==> src/design/srxu_pkg.sv <==
package srxu_pkg;

	localparam logic [7:0] START_MARK = 8'hAA;
	localparam int QUEUE_DEPTH = 2;

	typedef enum logic [2:0] {
		PH_HUNT,
		PH_ID,
		PH_LEN,
		PH_DATA,
		PH_SUM
	} phase_t;

	typedef enum logic {
		BK_IDLE,
		BK_RUN
	} back_state_t;

	typedef struct packed {
		logic       avail;
		logic       bank;
		logic [1:0] count;
	} queue_stat_t;

	typedef struct packed {
		logic busy;
		logic bank;
	} back_stat_t;

endpackage

==> src/design/srxu_ram.sv <==
module srxu_ram #(
	parameter int WIDTH = 16,
	parameter int DEPTH = 16
) (
	input  logic                     clk,
	input  logic                     we,
	input  logic [$clog2(DEPTH)-1:0] waddr,
	input  logic [WIDTH-1:0]         wdata,
	input  logic                     re,
	input  logic [$clog2(DEPTH)-1:0] raddr,
	output logic [WIDTH-1:0]         rdata
);

	logic [WIDTH-1:0] mem [DEPTH];

	always_ff @(posedge clk) begin
		if (we) begin
			mem[waddr] <= wdata;
		end
		if (re) begin
			rdata <= mem[raddr];
		end
	end

endmodule

==> src/design/srxu_queue.sv <==
module srxu_queue
	import srxu_pkg::*;
(
	input  logic        clk,
	input  logic        arst_n,
	input  logic        push,
	input  logic        push_bank,
	input  logic        pop,
	output queue_stat_t stat
);

	logic       ent_q [QUEUE_DEPTH];
	logic       wp_q;
	logic       rp_q;
	logic [1:0] cnt_q;

	always_ff @(posedge clk or negedge arst_n) begin
		if (!arst_n) begin
			wp_q  <= 1'b0;
			rp_q  <= 1'b0;
			cnt_q <= 2'd0;
		end else begin
			if (push) begin
				wp_q <= ~wp_q;
			end
			if (pop) begin
				rp_q <= ~rp_q;
			end
			cnt_q <= cnt_q + 2'(push) - 2'(pop);
		end
	end

	always_ff @(posedge clk) begin
		if (push) begin
			ent_q[wp_q] <= push_bank;
		end
	end

	always_comb begin
		stat.avail = (cnt_q != 2'd0);
		stat.bank  = ent_q[rp_q];
		stat.count = cnt_q;
	end

endmodule

==> src/design/srxu_front.sv <==
module srxu_front
	import srxu_pkg::*;
#(
	parameter int WORD_COUNT = 8,
	localparam int FB = 2 * WORD_COUNT,
	localparam int CW = $clog2(FB + 1),
	localparam int AW = $clog2(FB)
) (
	input  logic          clk,
	input  logic          arst_n,
	input  logic          s_tvalid,
	output logic          s_tready,
	input  logic [7:0]    rx_byte,
	input  logic [7:0]    node_addr,
	input  logic          bufs_full,
	output logic          ram_we,
	output logic [AW-1:0] ram_waddr,
	output logic [15:0]   ram_wdata,
	output logic          push,
	output logic          push_bank
);

	phase_t          phase_q, phase_d;
	logic [CW-1:0]   cnt_q;
	logic [7:0]      xor_q;
	logic [7:0]      hi_q;
	logic            bank_q;
	logic            acc;
	logic [AW-1:0]   widx;

	assign acc = s_tvalid && s_tready;
	assign widx = AW'(cnt_q >> 1);

	always_comb begin
		phase_d = phase_q;
		unique case (phase_q)
			PH_HUNT: begin
				if (acc && rx_byte == START_MARK) phase_d = PH_ID;
			end
			PH_ID: begin
				if (acc) phase_d = (rx_byte == node_addr) ? PH_LEN : PH_HUNT;
			end
			PH_LEN: begin
				if (acc) phase_d = (rx_byte == 8'(FB)) ? PH_DATA : PH_HUNT;
			end
			PH_DATA: begin
				if (acc && cnt_q == CW'(FB - 1)) phase_d = PH_SUM;
			end
			PH_SUM: begin
				if (acc) phase_d = PH_HUNT;
			end
			default: phase_d = PH_HUNT;
		endcase
	end

	always_comb begin
		s_tready  = !(phase_q == PH_DATA && bufs_full);
		ram_we    = acc && phase_q == PH_DATA && cnt_q[0];
		ram_waddr = bank_q ? AW'(WORD_COUNT) + widx : widx;
		ram_wdata = {hi_q, rx_byte};
		push      = acc && phase_q == PH_SUM && xor_q == rx_byte;
		push_bank = bank_q;
	end

	always_ff @(posedge clk or negedge arst_n) begin
		if (!arst_n) begin
			phase_q <= PH_HUNT;
			cnt_q   <= '0;
			xor_q   <= 8'd0;
			bank_q  <= 1'b0;
		end else begin
			phase_q <= phase_d;
			if (acc) begin
				unique case (phase_q)
					PH_ID:   xor_q <= rx_byte;
					PH_LEN: begin
						xor_q <= xor_q ^ rx_byte;
						cnt_q <= '0;
					end
					PH_DATA: begin
						xor_q <= xor_q ^ rx_byte;
						cnt_q <= cnt_q + CW'(1);
					end
					default: ;
				endcase
			end
			if (push) begin
				bank_q <= ~bank_q;
			end
		end
	end

	always_ff @(posedge clk) begin
		if (acc && phase_q == PH_DATA && !cnt_q[0]) begin
			hi_q <= rx_byte;
		end
	end

endmodule

==> src/design/srxu_back.sv <==
module srxu_back
	import srxu_pkg::*;
#(
	parameter int WORD_COUNT = 8,
	localparam int FB = 2 * WORD_COUNT,
	localparam int AW = $clog2(FB),
	localparam int IW = (WORD_COUNT > 1) ? $clog2(WORD_COUNT) : 1
) (
	input  logic          clk,
	input  logic          arst_n,
	input  queue_stat_t   q_stat,
	output logic          pop,
	output logic          ram_re,
	output logic [AW-1:0] ram_raddr,
	input  logic [15:0]   ram_rdata,
	output logic          m_tvalid,
	input  logic          m_tready,
	output logic [23:0]   m_tdata,
	output logic          m_tlast,
	output back_stat_t    stat
);

	back_state_t        state_q, state_d;
	logic               bank_q;
	logic [IW-1:0]      idx_q;
	logic               pend_q;
	logic [IW-1:0]      idx_s1;
	logic               last_s1;
	logic               ov_q;
	logic [2:0]         oidx_q;
	logic signed [15:0] oval_q;
	logic               olast_q;
	logic               issue;
	logic               at_last;

	assign at_last = (idx_q == IW'(WORD_COUNT - 1));
	assign issue   = state_q == BK_RUN && !pend_q && (!ov_q || m_tready);

	always_comb begin
		state_d = state_q;
		unique case (state_q)
			BK_IDLE: if (q_stat.avail) state_d = BK_RUN;
			BK_RUN:  if (issue && at_last) state_d = BK_IDLE;
			default: state_d = BK_IDLE;
		endcase
	end

	always_comb begin
		pop       = state_q == BK_IDLE && q_stat.avail;
		ram_re    = issue;
		ram_raddr = bank_q ? AW'(WORD_COUNT) + AW'(idx_q) : AW'(idx_q);
		stat.busy = state_q == BK_RUN;
		stat.bank = bank_q;
		m_tvalid  = ov_q;
		m_tdata   = {5'd0, oval_q, oidx_q};
		m_tlast   = olast_q;
	end

	always_ff @(posedge clk or negedge arst_n) begin
		if (!arst_n) begin
			state_q <= BK_IDLE;
			bank_q  <= 1'b0;
			idx_q   <= '0;
			pend_q  <= 1'b0;
			ov_q    <= 1'b0;
		end else begin
			state_q <= state_d;
			pend_q  <= issue;
			if (pop) begin
				bank_q <= q_stat.bank;
				idx_q  <= '0;
			end else if (issue) begin
				idx_q <= idx_q + IW'(1);
			end
			if (pend_q) begin
				ov_q <= 1'b1;
			end else if (m_tready) begin
				ov_q <= 1'b0;
			end
		end
	end

	always_ff @(posedge clk) begin
		if (issue) begin
			idx_s1  <= idx_q;
			last_s1 <= at_last;
		end
		if (pend_q) begin
			oidx_q  <= 3'(idx_s1);
			oval_q  <= ram_rdata;
			olast_q <= last_s1;
		end
	end

endmodule

==> src/design/serial_frame_receiver_xor_unit.sv <==
// serial frame receiver with xor checksum
// s_* channel: one received byte per request, s_tdata[7:0] = rx_byte.
// frames are [0xaa][id][length][data...][checksum]; id must match node_addr,
// length must be 2*WORD_COUNT, and the xor of id, length and data must equal
// the checksum, otherwise the frame is dropped without any output.
// m_* channel: WORD_COUNT requests per good frame, big-endian signed words,
// m_tlast on the final word.
// input takes one byte per cycle while s_tready is high. words pass the
// registered read of the two-bank frame buffer feeding the output register;
// a word's read waits until the previous word reaches the output register.
// frames are held in two banks with a two-entry queue of finished frames, so
// the next frame's bytes arrive while the previous one drains. if both
// banks are still held, s_tready drops on data bytes until a bank frees.
// a stalled m_tready only holds the output word; header bytes keep flowing.
// reset clears the parser to hunting, empties the queue, drops m_tvalid and
// sets node_addr to 1. cfg_we writes node_addr from cfg_wdata.
module serial_frame_receiver_xor_unit
	import srxu_pkg::*;
#(
	parameter int WORD_COUNT = 8
) (
	input  logic        clk,
	input  logic        arst_n,
	input  logic        cfg_we,
	input  logic [7:0]  cfg_wdata,    // node_addr
	input  logic        s_tvalid,
	output logic        s_tready,
	input  logic [7:0]  s_tdata,      // rx_byte
	output logic        m_tvalid,
	input  logic        m_tready,
	output logic [23:0] m_tdata,      // word_index[2:0], word_value[18:3]
	output logic        m_tlast       // last_word
);

	localparam int FB = 2 * WORD_COUNT;
	localparam int AW = $clog2(FB);

	logic [7:0]    node_addr_q;
	logic          ram_we;
	logic [AW-1:0] ram_waddr;
	logic [15:0]   ram_wdata;
	logic          ram_re;
	logic [AW-1:0] ram_raddr;
	logic [15:0]   ram_rdata;
	logic          push;
	logic          push_bank;
	logic          pop;
	logic          bufs_full;
	queue_stat_t   q_stat;
	back_stat_t    bk_stat;

	always_ff @(posedge clk or negedge arst_n) begin
		if (!arst_n) begin
			node_addr_q <= 8'd1;
		end else if (cfg_we) begin
			node_addr_q <= cfg_wdata;
		end
	end

	assign bufs_full = (3'(q_stat.count) + 3'(bk_stat.busy)) >= 3'(QUEUE_DEPTH);

	srxu_front #(.WORD_COUNT(WORD_COUNT)) u_front (
		.clk       (clk),
		.arst_n    (arst_n),
		.s_tvalid  (s_tvalid),
		.s_tready  (s_tready),
		.rx_byte   (s_tdata),
		.node_addr (node_addr_q),
		.bufs_full (bufs_full),
		.ram_we    (ram_we),
		.ram_waddr (ram_waddr),
		.ram_wdata (ram_wdata),
		.push      (push),
		.push_bank (push_bank)
	);

	srxu_queue u_queue (
		.clk       (clk),
		.arst_n    (arst_n),
		.push      (push),
		.push_bank (push_bank),
		.pop       (pop),
		.stat      (q_stat)
	);

	srxu_ram #(.WIDTH(16), .DEPTH(FB)) u_ram (
		.clk   (clk),
		.we    (ram_we),
		.waddr (ram_waddr),
		.wdata (ram_wdata),
		.re    (ram_re),
		.raddr (ram_raddr),
		.rdata (ram_rdata)
	);

	srxu_back #(.WORD_COUNT(WORD_COUNT)) u_back (
		.clk       (clk),
		.arst_n    (arst_n),
		.q_stat    (q_stat),
		.pop       (pop),
		.ram_re    (ram_re),
		.ram_raddr (ram_raddr),
		.ram_rdata (ram_rdata),
		.m_tvalid  (m_tvalid),
		.m_tready  (m_tready),
		.m_tdata   (m_tdata),
		.m_tlast   (m_tlast),
		.stat      (bk_stat)
	);

	// never overwrite the bank being drained
	a_bank_safe: assert property (@(posedge clk) disable iff (!arst_n)
		(ram_we && bk_stat.busy) |-> ((ram_waddr >= AW'(WORD_COUNT)) != bk_stat.bank))
		else $error("write into bank being drained");

	a_no_overflow: assert property (@(posedge clk) disable iff (!arst_n)
		push |-> (q_stat.count < 2'(QUEUE_DEPTH)))
		else $error("frame queue overflow");

	a_no_underflow: assert property (@(posedge clk) disable iff (!arst_n)
		pop |-> q_stat.count != 2'd0)
		else $error("frame queue underflow");

	a_last_index: assert property (@(posedge clk) disable iff (!arst_n)
		(m_tvalid && m_tlast) |-> (m_tdata[2:0] == 3'(WORD_COUNT - 1)))
		else $error("last word with wrong index");

endmodule
==> config.mk <==
export PLATFORM = sky130hd
export DESIGN_NAME = serial_frame_receiver_xor_unit
export DESIGN_NICKNAME = d
export VERILOG_FILES = /design/src/design/srxu_pkg.sv /design/src/design/srxu_ram.sv /design/src/design/srxu_queue.sv /design/src/design/srxu_front.sv /design/src/design/srxu_back.sv /design/src/design/serial_frame_receiver_xor_unit.sv
export SDC_FILE = /design/constraint.sdc
export NUM_CORES = 1
export LEC_CHECK = 0
export CORE_UTILIZATION = 57
export DETAILED_ROUTE_END_ITERATION = 7
export DONT_BUFFER_PORTS = 1
export GPL_TIMING_DRIVEN = 0
export PLACE_DENSITY = 0.8
export SLEW_MARGIN = 15
export SYNTH_ARGS = -nofsm -noshare
export SYNTH_HDL_FRONTEND = slang
export SYNTH_SLANG_ARGS = --single-unit
==> constraint.sdc <==
create_clock -name clk -period 3.1 [get_ports clk]
set_input_delay 0.155 -clock clk [delete_from_list [all_inputs] [get_ports clk]]
set_output_delay 0.155 -clock clk [all_outputs]
set_load 0.05 [all_outputs]
# After elaboration in Yosys (flattened, before gate mapping)
# Memories as Yosys holds them, arrays and structs flattened. A register that Yosys moved wholly into a read port is not among the register bits.
# Index checks and enable logic that the tools add are counted.
# word_totals
reg_bits	67
mem_bits_rw	258
inputBits	21
out_inout_bits	27
wordCells	100
mem_count	2
# op_classes
add_sub_neg	7
magnitude_cmp	1
n_eq_ne	15
muxes	23
n_bitwise	5
n_reduce_logical	29
# memory_table
name	depth	width	read_ports	rd_ports_with_merged_regs	write_ports	line	text
u_ram.mem	16	16	1	1	1	srxu_ram.sv:14	logic [WIDTH-1:0] mem [DEPTH];
u_queue.ent_q	2	1	1	1	1	srxu_queue.sv:12	logic ent_q [QUEUE_DEPTH];
# op_table
operator	count
3-bit 2-to-1 mux	7
8-bit == test	2
8-bit case mux with 2 select lines	1
3-bit case mux with 5 select lines	1
1-bit logical AND	13
2-bit by 1-bit != test with 1-bit output, second input constant	5
5-bit case mux with 2 select lines	1
2-bit nonzero test	5
8-bit by 5-bit == test with 1-bit output, second input constant	1
8-bit == test, second input constant	1
1-bit 2-to-1 mux	8
4-bit 2-to-1 mux	2
8-bit bitwise XOR	1
3-bit by 2-bit == test with 1-bit output, second input constant	2
3-bit == test, second input constant	2
5-bit by 1-bit adder with 5-bit output, second input constant	1
5-bit by 4-bit == test with 1-bit output, second input constant	1
1-bit zero test	5
5-bit AND reduction	1
4-bit by 3-bit adder with 4-bit output, first input constant	1
4-bit adder, first input constant	1
2-bit 2-to-1 mux	2
1-bit NOT	4
2-bit AND reduction	2
other kinds (10)	10

# Logic depth before layout (Yosys ltp)
# depth
ltp_word	9
mapped_depth	8
mapped_depth_nobuf	7

# Cells and area by module
# Synthesis repeated with hierarchy kept, for this count alone.
# unflattened
hier_cells	673
area_unflattened_um2	13464.2
# by_module_without_submodules
mod	n_inst	cells_each	area_each_um2	seq_area_each_um2
srxu_ram	1	432	10203.5	8167.8
srxu_front	1	145	1536.5	665.6
srxu_back	1	61	1119.8	895.9
serial_frame_receiver_xor_unit	1	18	340.3	201.4
srxu_queue	1	17	264.0	160.2

# Worst setup path before layout
# No wires, ideal clock.
# synth_timing
kind	reg2reg
start	register u_back.state_q
end	memory u_ram.mem[3][0] (enable)
setup_ps	430
arrival_ps	2609
required_ps	2670
slack_ps	61
path_stages_with_launch	5
n_path_buf	1
period_less_slack_ps	3039
path_cell_list	dfrtp_1 > clkbuf_1 > a21oi_1 > nand3_1 > nor4_1
# synth_via
elab_chain_cells	9
# synth_rtl
item	line	text
start: declaration	srxu_back.sv:23	back_state_t state_q, state_d;
start signal: assignment	srxu_back.sv:67	state_q <= state_d;
2-bit by 1-bit adder with 3-bit output	serial_frame_receiver_xor_unit.sv:60	assign bufs_full = (3'(q_stat.count) + 3'(bk_stat.busy)) >= 3'(QUEUE_DEPTH);
3-bit by 2-bit >= comparator with 1-bit output	serial_frame_receiver_xor_unit.sv:60	
1-bit logical AND	srxu_front.sv:57	s_tready = !(phase_q == PH_DATA && bufs_full);
1-bit zero test	srxu_front.sv:57	
1-bit logical AND	srxu_front.sv:31	assign acc = s_tvalid && s_tready;
1-bit logical AND (2 in series)	srxu_front.sv:58	ram_we = acc && phase_q == PH_DATA && cnt_q[0];
1-bit 2-to-1 mux	srxu_ram.sv:17	if (we) begin
1-bit 2-to-1 mux (implied by the code)	srxu_ram.sv:18	mem[waddr] <= wdata;
end: declaration	srxu_ram.sv:14	
# No other way between the ends.

# Worst setup path after layout
# layout_timing
start	register u_back.state_q
end	memory u_ram.mem[15][7] (enable)
# Same word-level chain as after synthesis.

==> out/metrics.cfg <==
[floorplan]
ios = 48
start_util_pct = 58.2
dieHeight_um = 154
core-area_um2 = 22700
fp.dieW_um = 154
rows = 55
die-area_um2 = 23800

[route]
dr_wl_met3_um = 1870
drt_first_iter_violations = 793
drt-met1-wl_um = 10500
avgRoutedWirePerCell_um = 28.2
drcViolationCount = 0
first_pass_iters = 5
via_per_inst = 6.40
highest_layer = met4
drt-total-wl_um = 28700
drtAntennaViolNets = 0
via_count = 6520
wl_met2_um = 15300

[global_route]
overflow = 0
grt_pass1_vias = 6791
grtUsageTotal_pct = 25.6
grt_max_degree = 37
grt_pass1_wl_um = 43000
antenna_found_initial = 1

[pwr]
power_frac_clock_pct = 29.2
power_switching_uw = 3790
p_leak_uw = 0.00505
p_seq_share_pct = 49.3
p_comb_share_pct = 21.5
p_int_uw = 9010
p_sw_share_pct = 29.6
vdd_drop_max_mv = 0.403
powerDensity_nw_per_um2 = 848

[yosys]
synthMostInstantiatedCell = edfxtp_1
yosysSeqAreaShare_pct = 76.3
ys_types = 49
yosysTopAreaCell = edfxtp_1
yosys_warnings = 0
synth_edf_count = 306
synthCells = 627
ys_top_cells_by_area = edfxtp_1, mux4_2, dfrtp_1
netlist_area_um2 = 13200
synth_top_area_share_pct = 69.5
ys_ff_latch = 342
ys.flop_type = edfxtp_1
synth_common_cells = edfxtp_1, mux4_2, dfrtp_1
ys_async_sr_fraction_pct = 10.5
synth.avg_cell_area_um2 = 21.1

[cells_and_area]
final_nets = 735
fin_cells = 1018
drive_gt1_share_pct = 26.5
area_delta_synth_final_pct = 14.1
fin_util_pct = 66.5
final_area_um2 = 15100
nFillCells = 1409

[clock_tree]
cts_setup_buffers = 0
insertion_delay_ps = 510
cts_made_buffers = 34
h-tree-depth = 2
cts_buffer_depth = 3
clock_sinks = 342
cts_tree = done
cts.clk_slew.worst_paths_ps = 60
cts_root_buf = clkbuf_16

[timing]
setup_tns_ps = 0
min_period_ps = 2980
setup_viol = 0
tightest_slew_ps = 1040
hold_ws_ps = 43.4
fmax_mhz = 336
post-route-period-util_pct = 96.0
slew_viol_final = 0
clock-skew-final_ps = 17.6
maxSlewHeadroom_pct = 30.3
rsz0062_at_grt = no
hold_viol_final = 0

[critical_path]
crit_end = u_ram.mem[15][7]$_DFFE_PP_
critPathArrivalTime_ps = 3190
worst-path-max-fanout = 9
r2r_start = u_back.state_q$_DFF_PN0_
ff2ff_path_depth = 7
worst_ep_required_time_ps = 3320
r2r_setup_slack_ps = 120
worstSetupPathType = register to register
startpoint = u_back.state_q$_DFF_PN0_
end_kind = register
timing.rr.end = u_ram.mem[15][7]$_DFFE_PP_
worstSetupStartpointType = register

[flow_run]
drv_cap = 0

[place]
portBuffers = 0
dp.cells = 938
postPlaceCellArea_um2 = 13900
dp_hpwl_um = 17900
place.gp.congestion = 0.812

[run_status]
status = completed

[worst_hold_path]
min_path_type = primary input to register

[worst max-delay path: stages, from the launching register on]
cell	delay, ps
dfrtp_1	360
clkbuf_1	170
a21oi_1	430
o21ai_1	190
nor2_1	260
nand4_1	330
nor2_2	700
buf_8	240
[worst min path at each step]
stage	from	endpoint	slack, ps	depth (start not counted)
6_report	s_tvalid	u_front.cnt_q[4]$_DFFE_PN0P_	40	2
3_3_place_gp	arst_n	u_front.xor_q[2]$_DFFE_PN0P_	-140	0
3_5_place_dp	arst_n	u_front.xor_q[2]$_DFFE_PN0P_	-140	0
5_1_grt	s_tdata[1]	u_front.xor_q[1]$_DFFE_PN0P_	50	2
4_1_cts	s_tvalid	u_front.cnt_q[4]$_DFFE_PN0P_	20	2
2_1_floorplan	arst_n	node_addr_q[1]$_DFFE_PN0P_	-140	0
[cells by family after synthesis]
logic type | after synthesis | synth area share, %
other | 1 | 0.0283
and+or+nand+nor | 81 | 3.08
muxes | 98 | 15.2
buffers and inverters | 41 | 1.74
AOI/OAI and AO/OA | 35 | 1.62
DFF | 342 | 76.3
adders and majority gates | 6 | 0.568
xor gates and xnor gates | 23 | 1.52
[power by group through the flow]
| stage | sequential, uW | clock, uW | combinational (uW) |
|---|---|---|---|
| finish | 6320 | 3740 | 2750 |
| global route | 6380 | 3940 | 2930 |
| CTS | 6330 | 3770 | 2780 |
| detailed placement | 6420 | 0 | 2680 |
| global placement | 6390 | 0 | 2540 |
| floorplan | 6330 | 0 | 1990 |
[registers in the layout, indices dropped and copies added (netlist names)]
register / flops
u_ram.rdata: 16
u_back.oval_q: 16
u_back.last_s1: 1
u_back.m_tvalid: 1
u_back.pend_q: 1
u_back.oidx_q: 3
u_queue.rp_q: 1
u_back.bank_q: 1
u_ram.mem: 256
u_back.state_q: 1
u_back.idx_s1: 3
u_front.phase_q: 3
u_back.idx_q: 3
u_queue.cnt_q: 2
u_front.hi_q: 8
u_front.push_bank: 1
u_queue.ent_q: 2
node_addr_q: 8
u_front.cnt_q: 5
u_back.m_tlast: 1
u_queue.wp_q: 1
u_front.xor_q: 8
[cell usage in the layout, fill, tap and decap left out, types with 3 or more instances in the layout]
cell type        n
a21oi_1         15
buf_1            3
buf_2           13
buf_4           16
buf_6            5
buf_8           10
clkbuf_1        17
clkbuf_16       35
clkinv_1         8
clkinv_2         5
conb_1           5
dfrtp_1         35
dlygate4sd3_1   18
edfxtp_1       306
ha_1             6
inv_1            7
mux2_2           8
mux2i_1          9
mux4_1           3
mux4_2          77
nand2_1         14
nand2b_1         4
nand3_1          6
nand3b_1         3
nand4_1          5
nor2_1          17
nor2_2          11
nor3_2           4
nor4_1           3
o21ai_0          5
or3_1            3
xnor2_1         11
xor2_1          12
[layer usage]
layer	vias up	global-route usage, %
met5	-	0
met4	0	11.1
met3	67	4.29
met2	307	45.5
met1	3436	31.2
li1	2710	-
[through the flow]
stage | setup WS [ps] | power (uW)
floorplan | 60.7 | 8320
global placement | -1740 | 8940
detailed placement | 11.7 | 9100
CTS | 170 | 12900
global route | 20.9 | 13200
finish | 124 | 12800
[repair_timing]
| item | in CTS | in global routing |
|---|---|---|
| hold buffers | 19 | 0 |
| resized for setup | 1 | 0 |
| endpoints found under the hold margin | 187 | 0 |
| endpoints found under the setup margin | 9 | 0 |
[cell type report]
type                    count  area [um2]  area share, %
plain buffers              34         204           1.35
flip-flops and latches    342       10100           66.8
diodes                      1        2.50         0.0166
clock inverters            16        80.1          0.530
well taps                 285         357           2.36
clock buffers              44         920           6.09
inverters                   7        26.3          0.174
repair buffers             41         433           2.87
multi-input cells         248        2990           19.8
No activity file was read; power rests on OpenSTA's default activity.
